**config.mk**
```make
export PLATFORM = sky130hd
export DESIGN_NAME = trajectory_path_metrics_top
export DESIGN_NICKNAME = d
export VERILOG_FILES = /design/src/rtl/tpm_pkg.sv /design/src/rtl/tpm_ctrl.sv /design/src/rtl/tpm_datapath.sv /design/src/rtl/trajectory_path_metrics_top.sv
export SDC_FILE = /design/constraint.sdc
export NUM_CORES = 2
export LEC_CHECK = 0
export ABC_AREA = 1
export BUFFER_PORTS_ARGS = -buffer_cell sky130_fd_sc_hd__buf_2
export CAP_MARGIN = 10
export CORE_AREA = 2 2 419 421
export DETAILED_ROUTE_END_ITERATION = 8
export DIE_AREA = 0 0 421 423
export PLACE_DENSITY = 0.66
export REMOVE_ABC_BUFFERS = 1
export SLEW_MARGIN = 20
export SYNTH_ARGS = -nofsm -noshare
export SYNTH_HDL_FRONTEND = slang
export SYNTH_SLANG_ARGS = --single-unit
```
**constraint.sdc**
```tcl
create_clock -name aclk -period 14.05 [get_ports aclk]
set_input_delay 0.7025 -clock aclk [delete_from_list [all_inputs] [get_ports aclk]]
set_output_delay 0.7025 -clock aclk [all_outputs]
set_load 0.05 [all_outputs]
```
**src/rtl/tpm_pkg.sv**
```systemverilog
// Shared widths, register indexes and controller command type for trajectory path metrics.
`timescale 1ns / 1ps

package tpm_pkg;

    // Field widths
    localparam int COORD_W = 32;                 // pose and target coordinates
    localparam int TOTAL_W = 48;                 // path length total
    localparam int DIST_W  = COORD_W + 2;        // distance / square root result
    localparam int SPEED_W = 40;                 // peak speed result
    localparam int FRAC_W  = 16;                 // fractional bits of Q16.16
    localparam int STIME_W = 32;                 // step time register
    localparam int CFG_IDX_W = 2;                // config register index

    // Square root: radicand padded to whole bit pairs, two pairs per cycle
    localparam int RAD_W      = 2 * DIST_W;
    localparam int ROOT_STEPS = DIST_W / 2;
    localparam int ROOT_CNT_W = $clog2(ROOT_STEPS + 1);

    // Division: (longest << FRAC_W) / step_time, two quotient bits per cycle
    localparam int QUO_W     = DIST_W + FRAC_W;
    localparam int DIV_STEPS = QUO_W / 2;
    localparam int DIV_CNT_W = $clog2(DIV_STEPS + 1);

    // Stream payload widths
    localparam int S_DATA_W = 2 * COORD_W;
    localparam int M_FIELDS_W = TOTAL_W + SPEED_W + DIST_W;
    localparam int M_DATA_W = ((M_FIELDS_W + 7) / 8) * 8;

    // Config register indexes
    localparam logic [CFG_IDX_W-1:0] REG_TARGET_X  = 2'd0;
    localparam logic [CFG_IDX_W-1:0] REG_TARGET_Y  = 2'd1;
    localparam logic [CFG_IDX_W-1:0] REG_STEP_TIME = 2'd2;

    localparam logic [STIME_W-1:0] STEP_TIME_RESET = 32'h0001_0000;

    // Commands from the controller to the datapath
    typedef struct packed {
        logic load;        // capture pose, form step deltas
        logic sq_first;    // square first magnitude
        logic sq_second;   // add second square, start square root
        logic root_step;   // two square root iterations
        logic commit;      // update totals, form target deltas
        logic div_start;   // load divider
        logic div_step;    // two divider iterations
        logic out_load;    // load result register, clear on last pose
    } tpm_cmd_t;

endpackage

```
**src/rtl/tpm_ctrl.sv**
```systemverilog
// Controller state machine sequencing the step root, target root and divider.
`timescale 1ns / 1ps

module tpm_ctrl (
    input  logic               aclk,
    input  logic               aresetn,
    input  logic               s_tvalid,
    output logic               s_tready,
    output logic               m_tvalid,
    input  logic               m_tready,
    output tpm_pkg::tpm_cmd_t  cmd
);

    typedef enum logic [10:0] {
        S_IDLE   = 11'b000_0000_0001,
        S_SQ_A   = 11'b000_0000_0010,
        S_SQ_B   = 11'b000_0000_0100,
        S_ROOT   = 11'b000_0000_1000,
        S_COMMIT = 11'b000_0001_0000,
        S_TSQ_A  = 11'b000_0010_0000,
        S_TSQ_B  = 11'b000_0100_0000,
        S_TROOT  = 11'b000_1000_0000,
        S_WAIT   = 11'b001_0000_0000,
        S_OUT    = 11'b010_0000_0000,
        S_SPARE  = 11'b100_0000_0000
    } state_t;

    state_t                          state_reg, state_next;
    logic [tpm_pkg::ROOT_CNT_W-1:0]  root_cnt_reg, root_cnt_next;
    logic [tpm_pkg::DIV_CNT_W-1:0]   div_cnt_reg, div_cnt_next;
    logic                            out_valid_reg, out_valid_next;
    logic                            out_free;

    assign s_tready = (state_reg == S_IDLE);
    assign m_tvalid = out_valid_reg;
    assign out_free = !out_valid_reg || m_tready;

    // Next state and commands
    always_comb begin
        state_next    = state_reg;
        root_cnt_next = root_cnt_reg;
        div_cnt_next  = div_cnt_reg;
        cmd           = '0;

        // divider runs on its own count, overlapping the target root
        if (div_cnt_reg != '0) begin
            cmd.div_step = 1'b1;
            div_cnt_next = div_cnt_reg - 1'b1;
        end

        case (state_reg)
            S_IDLE: begin
                if (s_tvalid) begin
                    cmd.load   = 1'b1;
                    state_next = S_SQ_A;
                end
            end
            S_SQ_A: begin
                cmd.sq_first = 1'b1;
                state_next   = S_SQ_B;
            end
            S_SQ_B: begin
                cmd.sq_second = 1'b1;
                root_cnt_next = tpm_pkg::ROOT_CNT_W'(tpm_pkg::ROOT_STEPS - 1);
                state_next    = S_ROOT;
            end
            S_ROOT: begin
                cmd.root_step = 1'b1;
                root_cnt_next = root_cnt_reg - 1'b1;
                if (root_cnt_reg == '0) begin
                    state_next = S_COMMIT;
                end
            end
            S_COMMIT: begin
                cmd.commit = 1'b1;
                state_next = S_TSQ_A;
            end
            S_TSQ_A: begin
                cmd.sq_first  = 1'b1;
                cmd.div_start = 1'b1;
                div_cnt_next  = tpm_pkg::DIV_CNT_W'(tpm_pkg::DIV_STEPS);
                state_next    = S_TSQ_B;
            end
            S_TSQ_B: begin
                cmd.sq_second = 1'b1;
                root_cnt_next = tpm_pkg::ROOT_CNT_W'(tpm_pkg::ROOT_STEPS - 1);
                state_next    = S_TROOT;
            end
            S_TROOT: begin
                cmd.root_step = 1'b1;
                root_cnt_next = root_cnt_reg - 1'b1;
                if (root_cnt_reg == '0) begin
                    state_next = S_WAIT;
                end
            end
            S_WAIT: begin
                if (div_cnt_reg == '0) begin
                    state_next = S_OUT;
                end
            end
            S_OUT: begin
                if (out_free) begin
                    cmd.out_load = 1'b1;
                    state_next   = S_IDLE;
                end
            end
            default: begin
                state_next = S_IDLE;
            end
        endcase

        out_valid_next = cmd.out_load || (out_valid_reg && !m_tready);
    end

    // State registers
    always_ff @(posedge aclk) begin
        if (!aresetn) begin
            state_reg     <= S_IDLE;
            root_cnt_reg  <= '0;
            div_cnt_reg   <= '0;
            out_valid_reg <= 1'b0;
        end else begin
            state_reg     <= state_next;
            root_cnt_reg  <= root_cnt_next;
            div_cnt_reg   <= div_cnt_next;
            out_valid_reg <= out_valid_next;
        end
    end

endmodule

```
**src/rtl/tpm_datapath.sv**
```systemverilog
// Datapath: config registers, trajectory state, squarer, square root and divider units.
`timescale 1ns / 1ps

module tpm_datapath (
    input  logic                                aclk,
    input  logic                                aresetn,
    input  tpm_pkg::tpm_cmd_t                   cmd,
    input  logic [tpm_pkg::S_DATA_W-1:0]        s_tdata,
    input  logic                                s_tlast,
    input  logic                                cfg_wr,
    input  logic [tpm_pkg::CFG_IDX_W-1:0]       cfg_index,
    input  logic [tpm_pkg::STIME_W-1:0]         cfg_data,
    output logic [tpm_pkg::M_DATA_W-1:0]        m_tdata,
    output logic                                m_tlast
);

    localparam int CW    = tpm_pkg::COORD_W;
    localparam int DW    = tpm_pkg::DIST_W;
    localparam int TW    = tpm_pkg::TOTAL_W;
    localparam int SW    = tpm_pkg::SPEED_W;
    localparam int QW    = tpm_pkg::QUO_W;
    localparam int STW   = tpm_pkg::STIME_W;
    localparam int RW    = tpm_pkg::RAD_W;
    localparam int REM_W = DW + 2;

    typedef struct packed {
        logic [REM_W-1:0] rem;
        logic [DW-1:0]    root;
    } root_st_t;

    typedef struct packed {
        logic [STW-1:0] rem;
        logic [QW-1:0]  dq;
    } div_st_t;

    // One restoring square root iteration on the next bit pair
    function automatic root_st_t root_iter(input root_st_t st, input logic [1:0] pair);
        logic [REM_W+1:0] rem_sh;
        logic [REM_W+1:0] trial;
        root_st_t         r;
        rem_sh = {st.rem, pair};
        trial  = {{(REM_W - DW){1'b0}}, st.root, 2'b01};
        if (rem_sh >= trial) begin
            r.rem  = REM_W'(rem_sh - trial);
            r.root = {st.root[DW-2:0], 1'b1};
        end else begin
            r.rem  = REM_W'(rem_sh);
            r.root = {st.root[DW-2:0], 1'b0};
        end
        return r;
    endfunction

    // One restoring division iteration; quotient bits shift in behind the dividend
    function automatic div_st_t div_iter(input div_st_t st, input logic [STW-1:0] den);
        logic [STW:0] rem_sh;
        div_st_t      r;
        rem_sh = {st.rem, st.dq[QW-1]};
        if (rem_sh >= {1'b0, den}) begin
            r.rem = STW'(rem_sh - {1'b0, den});
            r.dq  = {st.dq[QW-2:0], 1'b1};
        end else begin
            r.rem = STW'(rem_sh);
            r.dq  = {st.dq[QW-2:0], 1'b0};
        end
        return r;
    endfunction

    // Absolute difference of two signed coordinates
    function automatic logic [CW-1:0] abs_diff(input logic [CW-1:0] a, input logic [CW-1:0] b);
        logic signed [CW:0] d;
        logic        [CW:0] m;
        d = $signed({a[CW-1], a}) - $signed({b[CW-1], b});
        m = d[CW] ? (~d + 1'b1) : d;
        return m[CW-1:0];
    endfunction

    // Config registers
    logic [CW-1:0]  target_x_reg, target_y_reg;
    logic [STW-1:0] step_time_reg;

    // Trajectory state
    logic [CW-1:0] prev_x_reg, prev_y_reg;
    logic          have_prev_reg;
    logic [TW-1:0] total_reg;
    logic [DW-1:0] longest_reg;

    // Working registers
    logic [CW-1:0]   pose_x_reg, pose_y_reg;
    logic            last_reg;
    logic [CW-1:0]   mag_a_reg, mag_b_reg;
    logic [2*CW-1:0] acc_reg;
    logic [RW-1:0]   rad_reg;
    root_st_t        root_reg;
    div_st_t         div_reg;

    // Result register
    logic [TW-1:0] out_path_reg;
    logic [SW-1:0] out_speed_reg;
    logic [DW-1:0] out_err_reg;
    logic          out_last_reg;

    logic [CW-1:0]   in_x, in_y;
    logic [2*CW-1:0] sq_prod;
    logic [CW-1:0]   sq_op;
    root_st_t        root_mid, root_new;
    div_st_t         div_mid, div_new;
    logic [TW:0]     total_sum;
    logic [TW-1:0]   total_new;
    logic [SW-1:0]   speed;

    assign in_x = s_tdata[CW-1:0];
    assign in_y = s_tdata[2*CW-1:CW];

    // Shared squarer
    assign sq_op   = cmd.sq_first ? mag_a_reg : mag_b_reg;
    assign sq_prod = sq_op * sq_op;

    // Two root iterations per cycle, pairs taken from the top of the radicand
    assign root_mid = root_iter(root_reg, rad_reg[RW-1:RW-2]);
    assign root_new = root_iter(root_mid, rad_reg[RW-3:RW-4]);

    // Two divider iterations per cycle
    assign div_mid = div_iter(div_reg, step_time_reg);
    assign div_new = div_iter(div_mid, step_time_reg);

    // Saturating path length update with the finished step length
    assign total_sum = {1'b0, total_reg} + {{(TW + 1 - DW){1'b0}}, root_reg.root};
    assign total_new = total_sum[TW] ? {TW{1'b1}} : total_sum[TW-1:0];

    // Peak speed with saturation and zero step time handling
    always_comb begin
        if (step_time_reg == '0) begin
            speed = (longest_reg != '0) ? {SW{1'b1}} : '0;
        end else if (div_reg.dq[QW-1:SW] != '0) begin
            speed = {SW{1'b1}};
        end else begin
            speed = div_reg.dq[SW-1:0];
        end
    end

    // Config registers
    always_ff @(posedge aclk) begin
        if (!aresetn) begin
            target_x_reg  <= '0;
            target_y_reg  <= '0;
            step_time_reg <= tpm_pkg::STEP_TIME_RESET;
        end else if (cfg_wr) begin
            case (cfg_index)
                tpm_pkg::REG_TARGET_X:  target_x_reg  <= cfg_data[CW-1:0];
                tpm_pkg::REG_TARGET_Y:  target_y_reg  <= cfg_data[CW-1:0];
                tpm_pkg::REG_STEP_TIME: step_time_reg <= cfg_data;
                default: ;
            endcase
        end
    end

    // Trajectory state
    always_ff @(posedge aclk) begin
        if (!aresetn) begin
            prev_x_reg    <= '0;
            prev_y_reg    <= '0;
            have_prev_reg <= 1'b0;
            total_reg     <= '0;
            longest_reg   <= '0;
        end else if (cmd.commit) begin
            prev_x_reg    <= pose_x_reg;
            prev_y_reg    <= pose_y_reg;
            have_prev_reg <= 1'b1;
            if (have_prev_reg) begin
                total_reg <= total_new;
                if (root_reg.root > longest_reg) begin
                    longest_reg <= root_reg.root;
                end
            end
        end else if (cmd.out_load && last_reg) begin
            prev_x_reg    <= '0;
            prev_y_reg    <= '0;
            have_prev_reg <= 1'b0;
            total_reg     <= '0;
            longest_reg   <= '0;
        end
    end

    // Pose capture and delta magnitudes
    always_ff @(posedge aclk) begin
        if (cmd.load) begin
            pose_x_reg <= in_x;
            pose_y_reg <= in_y;
            last_reg   <= s_tlast;
            mag_a_reg  <= abs_diff(in_x, prev_x_reg);
            mag_b_reg  <= abs_diff(in_y, prev_y_reg);
        end else if (cmd.commit) begin
            mag_a_reg  <= abs_diff(target_x_reg, pose_x_reg);
            mag_b_reg  <= abs_diff(target_y_reg, pose_y_reg);
        end
    end

    // Sum of squares and square root unit
    always_ff @(posedge aclk) begin
        if (cmd.sq_first) begin
            acc_reg <= sq_prod;
        end
        if (cmd.sq_second) begin
            rad_reg  <= RW'({1'b0, acc_reg} + {1'b0, sq_prod});
            root_reg <= '0;
        end else if (cmd.root_step) begin
            rad_reg  <= {rad_reg[RW-5:0], 4'b0000};
            root_reg <= root_new;
        end
    end

    // Divider unit
    always_ff @(posedge aclk) begin
        if (cmd.div_start) begin
            div_reg.rem <= '0;
            div_reg.dq  <= {longest_reg, {tpm_pkg::FRAC_W{1'b0}}};
        end else if (cmd.div_step) begin
            div_reg <= div_new;
        end
    end

    // Result register
    always_ff @(posedge aclk) begin
        if (cmd.out_load) begin
            out_path_reg  <= total_reg;
            out_speed_reg <= speed;
            out_err_reg   <= root_reg.root;
            out_last_reg  <= last_reg;
        end
    end

    assign m_tdata = {{(tpm_pkg::M_DATA_W - tpm_pkg::M_FIELDS_W){1'b0}},
                      out_err_reg, out_speed_reg, out_path_reg};
    assign m_tlast = out_last_reg;

endmodule

```
**src/rtl/trajectory_path_metrics_top.sv**
```systemverilog
// One pose is in work at a time: the next pose is taken only after the result of the
// last one is loaded into the output register; the two square roots (two bit pairs a
// cycle), the divider tail and the output load set the pace while results are taken.
// A finished result waits in the output register while the next pose is taken.
// Reset (aresetn low, synchronous) clears the trajectory state, targets to zero
// and step time to 1.0 s; config writes are taken in every cycle.
`timescale 1ns / 1ps

module trajectory_path_metrics_top (
    input  logic                               aclk,
    input  logic                               aresetn,
    // pose in: tdata = pose_x [31:0], pose_y [63:32]; tlast = last_pose
    input  logic                               s_tvalid,
    output logic                               s_tready,
    input  logic [tpm_pkg::S_DATA_W-1:0]       s_tdata,
    input  logic                               s_tlast,
    // result out: tdata = path_length [47:0], peak_speed [87:48],
    // target_error [121:88], zero [127:122]; tlast = trajectory_done
    output logic                               m_tvalid,
    input  logic                               m_tready,
    output logic [tpm_pkg::M_DATA_W-1:0]       m_tdata,
    output logic                               m_tlast,
    // config write: index 0 target_x, 1 target_y, 2 step_time
    input  logic                               cfg_valid,
    output logic                               cfg_ready,
    input  logic [tpm_pkg::CFG_IDX_W-1:0]      cfg_index,
    input  logic [tpm_pkg::STIME_W-1:0]        cfg_data
);

    tpm_pkg::tpm_cmd_t cmd;

    assign cfg_ready = 1'b1;

    tpm_ctrl u_ctrl (
        .aclk     (aclk),
        .aresetn  (aresetn),
        .s_tvalid (s_tvalid),
        .s_tready (s_tready),
        .m_tvalid (m_tvalid),
        .m_tready (m_tready),
        .cmd      (cmd)
    );

    tpm_datapath u_datapath (
        .aclk      (aclk),
        .aresetn   (aresetn),
        .cmd       (cmd),
        .s_tdata   (s_tdata),
        .s_tlast   (s_tlast),
        .cfg_wr    (cfg_valid && cfg_ready),
        .cfg_index (cfg_index),
        .cfg_data  (cfg_data),
        .m_tdata   (m_tdata),
        .m_tlast   (m_tlast)
    );

endmodule

```
==> report_table.html <==
<table>
<tr><th>Metric</th><th>Value</th></tr>
<tr><th colspan="2">Outcome</th></tr>
<tr><td>Run status</td><td>completed</td></tr>
<tr><th colspan="2">Timing</th></tr>
<tr><td>Period utilization</td><td>~90%</td></tr>
<tr><td>Total negative slack</td><td>0 ns</td></tr>
<tr><td>Total setup violations reported at the end of the flow</td><td>0</td></tr>
<tr><td>Final hold violations</td><td>0</td></tr>
<tr><td>Worst slew margin relative to its limit</td><td>slightly below 20%</td></tr>
<tr><td>Worst-margin pin slew</td><td>between 1 and 1.5 ns</td></tr>
<tr><td>Unrepaired setup endpoints after global routing</td><td>no</td></tr>
<tr><td>Maximum clock frequency</td><td>78.7 MHz</td></tr>
<tr><td>Shortest period the worst path allows</td><td>between 10 and 15 ns</td></tr>
<tr><td>Final setup skew</td><td>slightly above 0.05 ns</td></tr>
<tr><td>Max-slew violation count</td><td>0</td></tr>
<tr><th colspan="2">Drt</th></tr>
<tr><td>Number of detailed-routing iterations run before antenna repair</td><td>6</td></tr>
<tr><td>DRC marker count from the first detailed-route iteration</td><td>slightly below 7k</td></tr>
<tr><td>Number of remaining DRC errors</td><td>0</td></tr>
<tr><td>Via count normalized by instance count</td><td>about 5.5</td></tr>
<tr><td>Average wire per cell in the routed design</td><td>20.4 µm</td></tr>
<tr><td>Antenna violation net count after detailed routing</td><td>0</td></tr>
<tr><td>Total length of routed wires</td><td>287000 µm</td></tr>
<tr><td>Via count</td><td>77.7k</td></tr>
<tr><th colspan="2">Yosys</th></tr>
<tr><td>Number of flip-flops and latches in the synthesized netlist</td><td>799</td></tr>
<tr><td>Synthesized area</td><td>86400 µm²</td></tr>
<tr><td>Number of enable flip-flop cells after synthesis</td><td>417</td></tr>
<tr><td>Post-synthesis average cell area</td><td>~7.5 µm²</td></tr>
<tr><td>Sequential fraction of the synthesis area</td><td>between 20% and 30%</td></tr>
<tr><td>Synthesis Warnings</td><td>0</td></tr>
<tr><td>Distinct cell type count of the synthesized netlist</td><td>just under 80</td></tr>
<tr><td>Synth Instances</td><td>~12k</td></tr>
<tr><td>Share of async-settable or async-resettable flops after synthesis</td><td>0%</td></tr>
<tr><td>Primary FF master, synth</td><td>sky130_fd_sc_hd__edfxtp_1</td></tr>
<tr><th colspan="2">Final layout</th></tr>
<tr><td>Largest register FFs</td><td>82</td></tr>
<tr><td>Fraction of final layout cells sized beyond drive strength 1</td><td>approximately 5.5%</td></tr>
<tr><td>Final core area utilization</td><td>53.9%</td></tr>
<tr><td># nets final</td><td>13.3k</td></tr>
<tr><td>Most frequent cells in the layout</td><td>sky130_fd_sc_hd__inv_1, sky130_fd_sc_hd__nand2_1, sky130_fd_sc_hd__nor2_1, sky130_fd_sc_hd__fa_1, sky130_fd_sc_hd__a21oi_1</td></tr>
<tr><td>Most common cell after layout, fill and taps aside</td><td>sky130_fd_sc_hd__inv_1</td></tr>
<tr><td>Area growth, synth to finish</td><td>8.10%</td></tr>
<tr><td>Post-route design area</td><td>between 90000 and 100000 µm²</td></tr>
<tr><th colspan="2">CTS</th></tr>
<tr><td>Hold buffer count at CTS</td><td>0</td></tr>
<tr><td>Depth of the CTS H-tree</td><td>3</td></tr>
<tr><td>Clock-pin slew of the registers on the worst-case setup and hold paths</td><td>~0.060 ns</td></tr>
<tr><td>Post-CTS resize count</td><td>0</td></tr>
<tr><td>Number of clock buffers inserted by TritonCTS</td><td>95</td></tr>
<tr><td>Clock tree from TritonCTS</td><td>done</td></tr>
<tr><td>Number of buffers on the longest clock path</td><td>3</td></tr>
<tr><td>Number of sinks on the clock net</td><td>approximately 800</td></tr>
<tr><td>Number of post-CTS setup repair buffers</td><td>0</td></tr>
<tr><td>Clock root cell</td><td>sky130_fd_sc_hd__clkbuf_16</td></tr>
<tr><td>Insertion delay to the later sink of the worst-skew pair</td><td>around 0.77 ns</td></tr>
<tr><th colspan="2">Global routing</th></tr>
<tr><td>Largest net degree at the start of global routing</td><td>90</td></tr>
<tr><td>GRT Residual Overflow</td><td>0</td></tr>
<tr><td>Total routing usage reported by global routing</td><td>approximately a third</td></tr>
<tr><td>Wire length of the first global-routing pass</td><td>about 440000 µm</td></tr>
<tr><td>Number of global-route vias before repair</td><td>about 77k</td></tr>
<tr><td>Number of antenna violations at the first check in global routing</td><td>15</td></tr>
<tr><th colspan="2">Floorplan</th></tr>
<tr><td>Y dimension of the die</td><td>between 400 and 500 µm</td></tr>
<tr><td>Floorplan die width</td><td>around 420 µm</td></tr>
<tr><td>Placement row count</td><td>about 150</td></tr>
<tr><td>Initial cell density of the core</td><td>between 40% and 50%</td></tr>
<tr><td>Num ports</td><td>236</td></tr>
<tr><td>Core Box Area</td><td>~170000 µm²</td></tr>
<tr><td>Area of the die</td><td>between 150000 and 200000 µm²</td></tr>
<tr><th colspan="2">Worst setup path</th></tr>
<tr><td>WP data required</td><td>around 15 ns</td></tr>
<tr><td>Data arrival at the endpoint of the critical path</td><td>between 10 and 15 ns</td></tr>
<tr><td>Largest fanout of any net on the critical path</td><td>33</td></tr>
<tr><td>Critical path's most frequent cell</td><td>sky130_fd_sc_hd__inv_1</td></tr>
<tr><td>CP Launch Type</td><td>flip-flop</td></tr>
<tr><td>Worst Setup Path Type</td><td>reg2reg</td></tr>
<tr><td>Worst Setup End Kind</td><td>flip-flop</td></tr>
<tr><td>Slowest stage delay, CP</td><td>between 0.6 and 0.7 ns</td></tr>
<tr><td>Slowest stage cell on the critical path</td><td>sky130_fd_sc_hd__nor2_2</td></tr>
<tr><th colspan="2">Place</th></tr>
<tr><td>Placed Instance Area</td><td>90100 µm²</td></tr>
<tr><td>IO Port Bufs</td><td>about 230</td></tr>
<tr><td>Half-perimeter wire length of the detailed placement result</td><td>233000 µm</td></tr>
<tr><td>Routability congestion estimate</td><td>~1</td></tr>
<tr><th colspan="2">Run</th></tr>
<tr><td>Number of max-capacitance violations reported</td><td>0</td></tr>
<tr><th colspan="2">Hold path</th></tr>
<tr><td>Min-delay worst type</td><td>in2reg</td></tr>
</table>
-- worst paths after layout --
check / start / to / slack, ns / cells after the start
worst max register to register: u_ctrl.state_reg[8]$_SDFFE_PN0P_ / u_datapath.rad_reg[56]$_DFFE_PP_ / 1.34 / 45
worst max-delay path: u_ctrl.state_reg[8]$_SDFFE_PN0P_ / u_datapath.rad_reg[56]$_DFFE_PP_ / 1.34 / 45
worst min register to register: u_datapath.root_reg[69]$_SDFFE_PN0P_ / u_datapath.root_reg[69]$_SDFFE_PN0P_ / 0.46 / 2
worst min-delay path: s_tdata[63] / u_datapath.pose_y_reg[31]$_DFFE_PP_ / 0.14 / 1
-- synthesized netlist by cell type (14+ instances only) --
library cell	number	share of area (%)
sky130_fd_sc_hd__dfxtp_1	382	8.9
sky130_fd_sc_hd__a22oi_1	17	0.15
sky130_fd_sc_hd__o221ai_1	14	0.14
sky130_fd_sc_hd__nor4_1	50	0.36
sky130_fd_sc_hd__o211ai_1	18	0.16
sky130_fd_sc_hd__edfxtp_1	417	14
sky130_fd_sc_hd__ha_1	691	10
sky130_fd_sc_hd__nand4_1	115	0.83
sky130_fd_sc_hd__xor2_1	224	2.3
sky130_fd_sc_hd__a211oi_1	48	0.42
sky130_fd_sc_hd__a21oi_1	798	4.6
sky130_fd_sc_hd__a31oi_1	69	0.50
sky130_fd_sc_hd__o21ai_0	667	3.9
sky130_fd_sc_hd__o21ai_1	33	0.19
sky130_fd_sc_hd__buf_2	38	0.22
sky130_fd_sc_hd__nand2_1	2134	9.3
sky130_fd_sc_hd__buf_1	18	0.078
sky130_fd_sc_hd__nor2_2	22	0.16
sky130_fd_sc_hd__o21a_1	55	0.48
sky130_fd_sc_hd__inv_1	2191	9.5
sky130_fd_sc_hd__nand3b_1	26	0.23
sky130_fd_sc_hd__clkinv_1	16	0.070
sky130_fd_sc_hd__fa_1	799	19
sky130_fd_sc_hd__nor2_1	1478	6.4
sky130_fd_sc_hd__or2_2	60	0.43
sky130_fd_sc_hd__o22ai_1	44	0.32
sky130_fd_sc_hd__nand3_1	423	2.5
sky130_fd_sc_hd__a21o_1	38	0.33
sky130_fd_sc_hd__nor3_1	107	0.62
sky130_fd_sc_hd__a21boi_0	20	0.17
sky130_fd_sc_hd__clkbuf_1	234	1.0
sky130_fd_sc_hd__o21bai_1	44	0.38
sky130_fd_sc_hd__xnor2_1	114	1.2
-- cell families after synthesis --
family | share of synthesized area [%]
AO/OA/AOI/OAI | 12.4
XOR/XNOR | 3.44
adder cells (fa/ha/maj) | 28.5
buffers and inverters | 11.0
flip-flops | 23.3
multiplexers | 0.0463
other | 0.00869
AND/OR/NAND/NOR | 21.2
-- through the flow --
stage / hold WS [ns] / instances / setup slack (ns)
finish: 0.141 / 14100 / 1.34
global route: 0.118 / 14100 / 0.588
global placement: 0.439 / 13900 / 1.88
floorplan: 0.427 / 11200 / 0.931
detailed placement: 0.445 / 13900 / 1.59
CTS: 0.0923 / 14100 / 1.54
-- cell type report --
| type | count | area, µm² |
|---|---|---|
| clock inverter | 61 | 738 |
| inverter | 2211 | 8310 |
| tap | 2325 | 2910 |
| multi-input combinational | 8231 | 56800 |
| fill | 16900 | 79800 |
| clock buffer | 115 | 2580 |
| antenna | 8 | 20.0 |
| sequential | 799 | 20200 |
| timing repair buffer | 328 | 1890 |
-- worst max-delay path: cells and delay by family, from the launching register on --
kind | cells | cell delay [ns]
AO/OA/AOI/OAI | 7 | 1.59
XOR/XNOR | 2 | 0.40
AND/OR/NAND/NOR | 15 | 3.40
flip-flops | 1 | 0.35
buffers and inverters | 11 | 1.78
adder cells (fa/ha/maj) | 10 | 4.85
-- metal layers --
metal / vias up / track usage (%) / wire, µm
li1: 37000 / - / -
met4: 4 / 13.3 / 13400
met2: 2826 / 52.8 / 135000
met3: 571 / 3.95 / 18900
met5: - / 0 / 33
met1: 37200 / 41.7 / 120000
Power is not shown: default switching activity piles up to over one toggle a cycle in this logic, so the estimate is an artifact.
